==> src/hw/rtl/cfnc_pkg.sv <==
// shared types and constants of the call frequency top-n classifier
// no dependencies; used by cfnc_ctrl, cfnc_dp and the top level

package cfnc_pkg;

  localparam int unsigned TOKEN_W   = 6;
  localparam int unsigned TOPN_W    = 7;
  localparam int unsigned OUT_CNT_W = 32;
  localparam int unsigned S_DATA_W  = 8;
  localparam int unsigned M_DATA_W  = 72;
  localparam int unsigned APB_AW    = 3;
  localparam int unsigned APB_DW    = 32;

  localparam logic [TOPN_W-1:0] TOPN_RESET = 7'd2;

  // register index taken from paddr[2]
  localparam logic REG_TOP_N = 1'b0;

  // item kinds
  localparam logic KIND_LOG   = 1'b0;
  localparam logic KIND_QUERY = 1'b1;

  typedef enum logic [2:0] {
    ST_CLEAR,
    ST_IDLE,
    ST_MINE,
    ST_SCAN,
    ST_DRAIN,
    ST_DONE
  } state_e;

  // controller to datapath
  typedef struct packed {
    logic in_ready;   // input beat may be taken
    logic clr_wr;     // clearing pass: zero entry at index
    logic latch_in;   // input beat taken: latch fields, read own counter
    logic take_mine;  // own counter on read data: update or keep it
    logic scan_rd;    // read entry at index during scan
    logic out_load;   // load output register
  } cmd_t;

  // datapath to controller
  typedef struct packed {
    logic tok_valid;  // latched token below table depth
    logic is_query;   // latched kind is a query
    logic idx_last;   // index on last table entry
    logic out_free;   // output register may take a result
  } stat_t;

endpackage

==> src/hw/rtl/cfnc_ctrl.sv <==
// controller state machine of the call frequency top-n classifier
// depends on cfnc_pkg (state_e, cmd_t, stat_t)

module cfnc_ctrl (
  input  logic            clk_i,
  input  logic            rst_ni,
  input  logic            in_valid_i,
  input  cfnc_pkg::stat_t stat_i,
  output cfnc_pkg::cmd_t  cmd_o
);

  cfnc_pkg::state_e state_q, state_d;

  always_ff @(posedge clk_i or negedge rst_ni) begin
    if (!rst_ni) begin
      state_q <= cfnc_pkg::ST_CLEAR;
    end else begin
      state_q <= state_d;
    end
  end

  always_comb begin
    state_d = state_q;
    cmd_o   = '0;
    unique case (state_q)
      cfnc_pkg::ST_CLEAR: begin
        cmd_o.clr_wr = 1'b1;
        if (stat_i.idx_last) begin
          state_d = cfnc_pkg::ST_IDLE;
        end
      end
      cfnc_pkg::ST_IDLE: begin
        cmd_o.in_ready = 1'b1;
        if (in_valid_i) begin
          cmd_o.latch_in = 1'b1;
          state_d        = cfnc_pkg::ST_MINE;
        end
      end
      cfnc_pkg::ST_MINE: begin
        cmd_o.take_mine = 1'b1;
        if (stat_i.tok_valid && stat_i.is_query) begin
          state_d = cfnc_pkg::ST_SCAN;
        end else begin
          state_d = cfnc_pkg::ST_DONE;
        end
      end
      cfnc_pkg::ST_SCAN: begin
        cmd_o.scan_rd = 1'b1;
        if (stat_i.idx_last) begin
          state_d = cfnc_pkg::ST_DRAIN;
        end
      end
      cfnc_pkg::ST_DRAIN: begin
        state_d = cfnc_pkg::ST_DONE;
      end
      cfnc_pkg::ST_DONE: begin
        if (stat_i.out_free) begin
          cmd_o.out_load = 1'b1;
          state_d        = cfnc_pkg::ST_IDLE;
        end
      end
      default: begin
        state_d = cfnc_pkg::ST_CLEAR;
      end
    endcase
  end

endmodule

==> src/hw/rtl/cfnc_dp.sv <==
// datapath of the call frequency top-n classifier: counter memory, total,
// scan compare and count, output register; depends on cfnc_pkg

module cfnc_dp #(
  parameter int unsigned NUM_TOKENS  = 64,
  parameter int unsigned COUNT_WIDTH = 32
) (
  input  logic                            clk_i,
  input  logic                            rst_ni,
  input  cfnc_pkg::cmd_t                  cmd_i,
  output cfnc_pkg::stat_t                 stat_o,
  input  logic                            kind_i,
  input  logic [cfnc_pkg::TOKEN_W-1:0]    tok_i,
  input  logic [cfnc_pkg::TOPN_W-1:0]     top_n_i,
  input  logic                            out_ready_i,
  output logic                            out_valid_o,
  output logic [cfnc_pkg::M_DATA_W-1:0]   out_data_o
);

  localparam int unsigned AW = $clog2(NUM_TOKENS);
  localparam int unsigned LW = $clog2(NUM_TOKENS + 1);
  localparam logic [31:0] NT = 32'(NUM_TOKENS);
  localparam logic [AW-1:0] LAST_IDX = AW'(NUM_TOKENS - 1);

  logic [COUNT_WIDTH-1:0] mem [NUM_TOKENS];
  logic [COUNT_WIDTH-1:0] rdata_q;

  logic                         kind_q;
  logic [cfnc_pkg::TOKEN_W-1:0] tok_q;
  logic [AW-1:0]                idx_q;
  logic [COUNT_WIDTH-1:0]       mine_q;
  logic [COUNT_WIDTH-1:0]       cnt_q;
  logic [COUNT_WIDTH-1:0]       total_q;
  logic [LW-1:0]                larger_q;
  logic                         scan_pend_q;

  logic                           out_valid_q;
  logic                           out_hit_q;
  logic [cfnc_pkg::OUT_CNT_W-1:0] out_cnt_q;
  logic [cfnc_pkg::OUT_CNT_W-1:0] out_tot_q;

  logic                   tok_valid;
  logic                   do_log;
  logic                   rd_en;
  logic [AW-1:0]          rd_addr;
  logic                   wr_en;
  logic [AW-1:0]          wr_addr;
  logic [COUNT_WIDTH-1:0] wr_data;
  logic [COUNT_WIDTH-1:0] cnt_inc;
  logic                   hit;

  assign tok_valid = 32'(tok_q) < NT;
  assign do_log    = cmd_i.take_mine && tok_valid && (kind_q == cfnc_pkg::KIND_LOG);
  assign cnt_inc   = rdata_q + COUNT_WIDTH'(1);

  // one read port: own counter on entry, index during scan
  assign rd_en   = cmd_i.latch_in || cmd_i.scan_rd;
  assign rd_addr = cmd_i.latch_in ? AW'(tok_i) : idx_q;

  // one write port: clearing pass or log update
  assign wr_en   = cmd_i.clr_wr || do_log;
  assign wr_addr = cmd_i.clr_wr ? idx_q : AW'(tok_q);
  assign wr_data = cmd_i.clr_wr ? '0 : cnt_inc;

  always_ff @(posedge clk_i) begin
    if (wr_en) begin
      mem[wr_addr] <= wr_data;
    end
    if (rd_en) begin
      rdata_q <= mem[rd_addr];
    end
  end

  // fields, own count and mine
  always_ff @(posedge clk_i) begin
    if (cmd_i.latch_in) begin
      kind_q <= kind_i;
      tok_q  <= tok_i;
    end
    if (cmd_i.take_mine) begin
      mine_q <= rdata_q;
      if (!tok_valid) begin
        cnt_q <= '0;
      end else if (kind_q == cfnc_pkg::KIND_LOG) begin
        cnt_q <= cnt_inc;
      end else begin
        cnt_q <= rdata_q;
      end
    end
  end

  // index, total, scan count
  always_ff @(posedge clk_i or negedge rst_ni) begin
    if (!rst_ni) begin
      idx_q       <= '0;
      total_q     <= '0;
      larger_q    <= '0;
      scan_pend_q <= 1'b0;
    end else begin
      scan_pend_q <= cmd_i.scan_rd;
      if (cmd_i.latch_in) begin
        idx_q <= '0;
      end else if (cmd_i.clr_wr || cmd_i.scan_rd) begin
        idx_q <= idx_q + AW'(1);
      end
      if (do_log) begin
        total_q <= total_q + COUNT_WIDTH'(1);
      end
      if (cmd_i.take_mine) begin
        larger_q <= '0;
      end else if (scan_pend_q && (rdata_q > mine_q)) begin
        larger_q <= larger_q + LW'(1);
      end
    end
  end

  // in the top group when fewer than top_n counts are strictly larger
  assign hit = (kind_q == cfnc_pkg::KIND_QUERY) && tok_valid && (top_n_i != '0) &&
               (32'(larger_q) < 32'(top_n_i));

  always_ff @(posedge clk_i or negedge rst_ni) begin
    if (!rst_ni) begin
      out_valid_q <= 1'b0;
    end else if (cmd_i.out_load) begin
      out_valid_q <= 1'b1;
    end else if (out_ready_i) begin
      out_valid_q <= 1'b0;
    end
  end

  always_ff @(posedge clk_i) begin
    if (cmd_i.out_load) begin
      out_hit_q <= hit;
      out_cnt_q <= cfnc_pkg::OUT_CNT_W'(cnt_q);
      out_tot_q <= cfnc_pkg::OUT_CNT_W'(total_q);
    end
  end

  assign out_valid_o = out_valid_q;
  assign out_data_o  = {7'd0, out_tot_q, out_cnt_q, out_hit_q};

  assign stat_o.tok_valid = tok_valid;
  assign stat_o.is_query  = (kind_q == cfnc_pkg::KIND_QUERY);
  assign stat_o.idx_last  = (idx_q == LAST_IDX);
  assign stat_o.out_free  = !out_valid_q || out_ready_i;

endmodule

==> src/hw/rtl/call_frequency_top_n_classifier.sv <==
// top level of the call frequency top-n classifier: stream ports, apb
// register top_n; depends on cfnc_pkg, cfnc_ctrl and cfnc_dp
//
//  channel   dir     handshake                  payload
//  s_axis    in      s_axis_tvalid/tready       tdata: token, tuser: kind
//  m_axis    out     m_axis_tvalid/tready       tdata: in_top, token_count, total_calls
//  apb       in      psel/penable, pready = 1   top_n at byte address 0
//
// a log beat passes from accept to result load through accept with own-counter
// read, update and output load; a query beat adds a scan of the counter memory
// through its single read port, one entry a cycle, and a drain step before the load
// after reset a clearing pass zeroes every entry of the counter memory,
// with s_axis_tready low; apb writes are taken during it
// one item is in work at a time; the output register lets the next beat be
// taken while a result waits, and a finished result stalls in its last step
// until the output register is free

module call_frequency_top_n_classifier #(
  parameter int unsigned NUM_TOKENS  = 64,
  parameter int unsigned COUNT_WIDTH = 32
) (
  input  logic                          clk_i,
  input  logic                          rst_ni,
  // input stream
  input  logic                          s_axis_tvalid,
  output logic                          s_axis_tready,
  input  logic [cfnc_pkg::S_DATA_W-1:0] s_axis_tdata,  // [5:0] token, [7:6] zero
  input  logic [0:0]                    s_axis_tuser,  // [0] kind
  // output stream
  output logic                          m_axis_tvalid,
  input  logic                          m_axis_tready,
  // [0] in_top, [32:1] token_count, [64:33] total_calls, [71:65] zero
  output logic [cfnc_pkg::M_DATA_W-1:0] m_axis_tdata,
  // configuration
  input  logic                          psel,
  input  logic                          penable,
  input  logic                          pwrite,
  input  logic [cfnc_pkg::APB_AW-1:0]   paddr,
  input  logic [cfnc_pkg::APB_DW-1:0]   pwdata,
  output logic [cfnc_pkg::APB_DW-1:0]   prdata,
  output logic                          pready
);

  cfnc_pkg::cmd_t  cmd;
  cfnc_pkg::stat_t stat;

  logic [cfnc_pkg::TOPN_W-1:0] top_n_q;
  logic                        reg_wr;

  // apb register: written in the access phase, no wait states
  assign pready = 1'b1;
  assign reg_wr = psel && penable && pwrite && (paddr[2] == cfnc_pkg::REG_TOP_N);

  always_ff @(posedge clk_i or negedge rst_ni) begin
    if (!rst_ni) begin
      top_n_q <= cfnc_pkg::TOPN_RESET;
    end else if (reg_wr) begin
      top_n_q <= pwdata[cfnc_pkg::TOPN_W-1:0];
    end
  end

  // only one register; other addresses read zero
  assign prdata = (paddr[2] == cfnc_pkg::REG_TOP_N) ? cfnc_pkg::APB_DW'(top_n_q) : '0;

  assign s_axis_tready = cmd.in_ready;

  cfnc_ctrl u_ctrl (
    .clk_i      (clk_i),
    .rst_ni     (rst_ni),
    .in_valid_i (s_axis_tvalid),
    .stat_i     (stat),
    .cmd_o      (cmd)
  );

  cfnc_dp #(
    .NUM_TOKENS  (NUM_TOKENS),
    .COUNT_WIDTH (COUNT_WIDTH)
  ) u_dp (
    .clk_i       (clk_i),
    .rst_ni      (rst_ni),
    .cmd_i       (cmd),
    .stat_o      (stat),
    .kind_i      (s_axis_tuser[0]),
    .tok_i       (s_axis_tdata[cfnc_pkg::TOKEN_W-1:0]),
    .top_n_i     (top_n_q),
    .out_ready_i (m_axis_tready),
    .out_valid_o (m_axis_tvalid),
    .out_data_o  (m_axis_tdata)
  );

endmodule
==> config.mk <==
export PLATFORM = sky130hd
export DESIGN_NAME = call_frequency_top_n_classifier
export DESIGN_NICKNAME = d
export VERILOG_FILES = /design/src/hw/rtl/cfnc_pkg.sv /design/src/hw/rtl/cfnc_ctrl.sv /design/src/hw/rtl/cfnc_dp.sv /design/src/hw/rtl/call_frequency_top_n_classifier.sv
export SDC_FILE = /design/constraint.sdc
export NUM_CORES = 2
export LEC_CHECK = 0
export BUFFER_PORTS_ARGS = -buffer_cell sky130_fd_sc_hd__buf_4
export CAP_MARGIN = 20
export CORE_MARGIN = 2
export CORE_UTILIZATION = 40
export CTS_CLUSTER_DIAMETER = 30
export CTS_CLUSTER_SIZE = 20
export DETAILED_ROUTE_END_ITERATION = 12
export PLACE_DENSITY_LB_ADDON = 0.12
export REMOVE_ABC_BUFFERS = 1
export SLEW_MARGIN = 10
export SYNTH_ARGS = -nofsm -noshare
export SYNTH_HDL_FRONTEND = slang
export SYNTH_SLANG_ARGS = --single-unit
==> constraint.sdc <==
create_clock -name clk_i -period 8.8 [get_ports clk_i]
set_clock_uncertainty 0.05 [all_clocks]
set_input_delay 0.44 -clock clk_i [delete_from_list [all_inputs] [get_ports clk_i]]
set_output_delay 0.44 -clock clk_i [all_outputs]
set_load 0.1 [all_outputs]
-- Word level (Yosys, flattened, before mapping)
Memories as Yosys holds them, arrays and structs flattened. A register that Yosys moved wholly into a read port is not among the register bits.
Index checks and enable logic that the tools add are counted.
- register bits after elaboration: 193
- bits in latches: 0
- memory bits (writable): 2048
- ROM bits: 0
- output and inout port bits: 107
- word-level logic and storage cells: 78
- memories kept: 1
- memory list (memory ; depth ; width ; rd ports ; clocked after Yosys merged registers in ; wr ports ; line ; RTL):
    u_dp.mem ; 64 ; 32 ; 1 ; 1 ; 1 ; cfnc_dp.sv:25 ; logic [COUNT_WIDTH-1:0] mem [NUM_TOKENS];
- add/sub/neg operators: 4
- multipliers: 0
- div/mod/pow operators: 0
- order comparisons: 2
- equality and inequality tests: 10
- shift operators: 0
- mux-type cells: 27
- bitwise logic cells: 2
- reductions and logical operators: 18
- operator list (kind ; number):
    adder 32 x 1 -> 32 bit, second input constant ; 2
    two-way mux 32 bit ; 2
    greater-than comparator 32 bit ; 1
    two-way mux 6 bit ; 4
    two-way mux 7 bit ; 3
    case mux 3 bit (6 select lines) ; 1
    two-way mux 3 bit ; 5
    two-way mux 1 bit ; 12
    inequality test 2 bit, second input constant ; 4
    adder 7 x 1 -> 7 bit, second input constant ; 1
    logical AND 1 bit ; 7
    < comparator 7 bit ; 1
    nonzero test 7 bit ; 1
    adder 6 x 1 -> 6 bit, second input constant ; 1
    == test 3 x 2 -> 1 bit, second input constant ; 2
    == test 3 bit, second input constant ; 2
    == test 6 bit, second input constant ; 1
    nonzero test 2 bit ; 3
    logical OR 1 bit ; 4
    AND reduction 4 bit ; 1
    == test 3 x 1 -> 1 bit, second input constant ; 1
    zero test 3 bit ; 1
    inverter 1 bit ; 2
    zero test 1 bit ; 1

-- Depth between registers and ports, before layout
- word-level depth: 6
- depth in mapped cells: 13
- depth with buffers taken out: 9

-- Cells and area by module
A second synthesis with hierarchy kept.
- cells, all modules: 6747
- area, all modules: 93045.5 um^2
- modules (own cells, without submodules) (module ; instances ; cells each ; area each (um^2)):
    cfnc_dp ; 1 ; 6671 ; 92273.5
    call_frequency_top_n_classifier ; 1 ; 50 ; 543.0
    cfnc_ctrl ; 1 ; 26 ; 229.0

-- Worst setup path after synthesis
No wires, ideal clock.
- path type: register -> register
- from: register u_dp.rdata_q[8], read port of u_dp.mem
- to: memory u_dp.mem[0][31], data pin
- library setup time: 0.548 ns
- arrival time: 4.027 ns
- data required time: 8.202 ns
- path slack: 4.175 ns
- cell stages (with the launch flop): 8
- buffers on the path: 1
- period minus slack after synthesis: 4.625 ns
- cells stage by stage: edfxtp_1 > buf_2 > nand2_1 > or4_1 > nor4_2 > nand3_1 > or3_1 > a21oi_1
- word-level cells in the longest chain between the ends: 2
- ends and longest elaborated chain (element ; line ; RTL):
    start: declaration ; cfnc_dp.sv:26 ; logic [COUNT_WIDTH-1:0] rdata_q;
    adder 32 x 1 -> 32 bit ; cfnc_dp.sv:54 ; assign cnt_inc = rdata_q + COUNT_WIDTH'(1);
    two-way mux 32 bit ; cfnc_dp.sv:63 ; assign wr_data = cmd_i.clr_wr ? '0 : cnt_inc;
    net u_dp.wr_data[31] ; cfnc_dp.sv:48 ; logic [COUNT_WIDTH-1:0] wr_data;
    end: declaration ; cfnc_dp.sv:25 ;
The timed path passes the listed nets, and every way through them passes these cells.

-- Worst setup path in the final report
- from: register u_ctrl.state_q[2]
- to: register u_dp.rdata_q[3], read port of u_dp.mem, data pin
- word-level cells in the longest chain between the ends: 3
- elaborated cells between the ends (all ways): 6
- classes of those cells: eq/ne: 2; mux: 3; reduce/logical: 1
- ends and longest elaborated chain (element ; line ; RTL):
    start: declaration ; cfnc_ctrl.sv:12 ; cfnc_pkg::state_e state_q, state_d;
    start signal: assignment ; cfnc_ctrl.sv:16 ; state_q <= cfnc_pkg::ST_CLEAR;
    start signal: assignment ; cfnc_ctrl.sv:18 ; state_q <= state_d;
    == test 3 x 1 -> 1 bit or == test 3 x 2 -> 1 bit (tied branches) ; cfnc_ctrl.sv:25 ; unique case (state_q)
    two-way mux 1 bit ; cfnc_ctrl.sv:25 ;
    two-way mux 6 bit or logical OR 1 bit (tied branches) ; cfnc_dp.sv:58, cfnc_dp.sv:57 ;
Parallel ways exist; a longest one is shown, timed or not.
A chain may end at the register's enable or synchronous reset.

==> flow_metrics.env <==
export IMPL_cp_data_required_time_ns=9.41
export IMPL_maxCapViolCount=0
export IMPL_r2r_start="u_ctrl.state_q[2]"
export IMPL_io_pin_count=158
export IMPL_slew_violations=0
export IMPL_final_cell_area_um2=111000
export IMPL_worst_pin_slew_ns=1.18
export IMPL_crit_path_cell_trace="nor4bb_4 -> buf_4 -> mux2i_2 -> buf_4 -> nor2_4 -> buf_4 -> buf_4 -> nand3_1 -> and3_1 -> a221oi_1 -> nand4_1"
export IMPL_cts_resized=0
export IMPL_finalHoldViolCount=0
export IMPL_cts_tree="yes"
export IMPL_dp_cells=9011
export IMPL_grt_pass1_vias=52900
export IMPL_worst_slack_ns=3.56
export IMPL_num_vias=54700
export IMPL_hold_path_class="primary input to async pin"
export IMPL_gp_congestion=0.769
export IMPL_drive_above_1_share=0.176
export IMPL_root_buffer="clkbuf_16"
export IMPL_dp_hpwl_um=142000
export IMPL_die_w_um=476
export IMPL_reg2reg_slack_ns=3.56
export IMPL_grt_max_degree=124
export IMPL_critPathMaxStageDelay_ns=0.82
export IMPL_track_usage=0.239
export IMPL_syn2layout_area_growth_pct=24.4
export IMPL_drt_iter0_drc=5535
export IMPL_fin_crit_sh=0.596
export IMPL_viasPerCell=5.51
export IMPL_grt_ovfl_total=0
export IMPL_fin_cells=9916
export IMPL_fillCellCount=18800
export IMPL_grt_use_met2=0.377
export IMPL_post_layout_total_power_uw=44900
export IMPL_die_area_um2=226000
export IMPL_cp_data_arrival_time_ns=5.85
export IMPL_antenna_found_initial=19
export IMPL_crit_top_cell="buf_4"
export IMPL_clk_latency_ns=1.00
export IMPL_ir_drop_mv=0.277
export IMPL_routed_wirelength_um=273000
export IMPL_start_kind="flip-flop"
export IMPL_dp_slack_ns=3.68
export IMPL_rows=173
export IMPL_async_flop_share=0.0251
export IMPL_layout_commonest_cell="edfxtp_1"
export IMPL_outcome="completed"
export IMPL_netlist_area_um2=88900
export IMPL_numCtsBuffers=481
export IMPL_critical_path_class="flip-flop to flip-flop"
export IMPL_power_density_nw_per_um2=406
export IMPL_rsz0062_at_grt="false"
export IMPL_yosysTopAreaCellShare=0.748
export IMPL_met3_usage=0.0401
export IMPL_cts_sinks=2273
export IMPL_syn_area_per_cell_um2=14.5
export IMPL_ctsLongestPathBuffers=4
export IMPL_cp_max_fo=26
export IMPL_max_freq_mhz=191
export IMPL_cts_clk_slew_worst_paths_ns=0.05
export IMPL_final_cell_mix="edfxtp_1, nand2_1, clkbuf_16"
export IMPL_synthFlopType="edfxtp_1"
export IMPL_yosys_warnings=0
export IMPL_cp_end_kind="flip-flop"
export IMPL_wl_per_cell_um=27.5
export IMPL_p_leak_uw=0.0385
export IMPL_top_usage_layer="met2"
export IMPL_synth_edf_count=2216
export IMPL_syn_inst=6126
export IMPL_antenna_left=0
export IMPL_fin_crit_ns=5.24
export IMPL_netlist_top_cell_by_area="edfxtp_1"
export IMPL_cpMaxStageDelayCell="a221oi_1"
export IMPL_dpl_cell_area_um2=93900
export IMPL_initial_core_util=0.401
export IMPL_die_y_um=476
export IMPL_final_nets=6631
export IMPL_r2r_end="u_dp.rdata_q[3]"
export IMPL_setup_viol=0
export IMPL_synth_seq_cells=2273
export IMPL_portBuffers=95
export IMPL_grt_pass1_wl_um=387000
export IMPL_cts_max_level=5
export IMPL_ys_top_cells_by_area="edfxtp_1, nand2_1, nand3_1"
export IMPL_ys_seq_area_frac=0.764
export IMPL_core_um2=222000
export IMPL_drt_first_pass_iters=5
export IMPL_grtUsageMet1=0.342
export IMPL_maxSlewHeadroom=0.216
export IMPL_tns_ns=0
export IMPL_reg2reg_depth=11
export IMPL_yosys_cell_types_count=57
export IMPL_drc=0
-- logic make-up after synthesis --
family	count (synthesis)	share of synthesized area
mux	210	0.0320
fa+ha+maj	42	0.00591
simple gates	2497	0.122
other cells	2	0.0000844
flops	2273	0.764
xor+xnor	90	0.00886
buf+inv	432	0.0227
compound gates	580	0.0445
-- metrics by stage --
step	utilization	hold WS, ns
floorplan	-	0.0944
global placement	0.424	0.353
detailed placement	0.424	0.355
CTS	0.499	0.0283
global route	0.499	0.0724
finish	0.499	0.0833
-- timing repair --
item,CTS,global route
hold endpoints to repair,75,0
setup buffers,0,0
hold buffers,17,0
-- state kept, by name (all words and copies together) (netlist names), 3 cells and up --
signal          flops
u_dp.mem         2048
u_dp.cnt_q         32
u_dp.mine_q        32
u_dp.out_cnt_q     32
u_dp.out_tot_q     32
u_dp.rdata_q       32
u_dp.total_q       32
top_n_q             7
u_dp.larger_q       7
u_dp.idx_q          6
u_dp.tok_q          6
u_ctrl.state_q      3
-- worst max-delay path by stage --
| stage | endpoint | slack [ns] | startpoint |
|---|---|---|---|
| after floorplan | u_dp.rdata_q[26] | -44.64 | u_ctrl.state_q[1] |
| after detailed placement | u_dp.rdata_q[3] | 3.68 | u_ctrl.state_q[2] |
| final | u_dp.rdata_q[3] | 3.56 | u_ctrl.state_q[2] |
| after CTS | u_dp.rdata_q[3] | 3.63 | u_ctrl.state_q[2] |
| after global routing | u_dp.rdata_q[3] | 3.45 | u_ctrl.state_q[0] |
| after global placement | u_dp.rdata_q[3] | 3.67 | u_ctrl.state_q[2] |
-- cells in the mapped netlist (24+ instances only) --
cell,n
clkbuf_1,160
and4_1,24
edfxtp_1,2216
inv_1,49
a31oi_1,247
ha_1,42
buf_4,53
mux4_2,57
nand4_1,138
nand3_1,466
dfrtp_1,56
and3_1,51
xnor2_1,51
a32oi_1,128
nor2_1,143
a21oi_1,89
buf_2,149
mux2i_1,140
xor2_1,39
nand2_1,1580
a22oi_1,63
-- per-layer routing --
layer,vias to the layer above,part of all wire
met1,28200,0.44
met3,383,0.067
met5,-,0
li1,24000,-
met2,2071,0.47
met4,0,0.020
-- critical path, delay by kind of cell, from the launching register on --
kind            cells  cell delay (ns)
simple gates        5             1.64
buf+inv             4             1.63
compound gates      1             0.82
flops               1             0.55
mux                 1             0.11
-- report_power, final --
part           switching (uW)  total (uW)  internal, uW
registers                 486       15400         14900
clock network            5750       18200         12400
logic                    8680       11300          2640
total                   14900       44900         29900
-- final cells by class --
| type | instances | area (um2) | share of cell area |
|---|---|---|---|
| Inverter | 49 | 184 | 0.00166 |
| Multi-Input combinational cell | 3452 | 19900 | 0.180 |
| Tap cell | 2975 | 3720 | 0.0336 |
| Timing Repair Buffer | 281 | 2360 | 0.0214 |
| Sequential cell | 2273 | 68000 | 0.614 |
| Antenna cell | 9 | 22.5 | 0.000204 |
| Clock buffer | 548 | 12500 | 0.113 |
| Clock inverter | 329 | 3950 | 0.0357 |
Power figures use the tool's default switching activity.
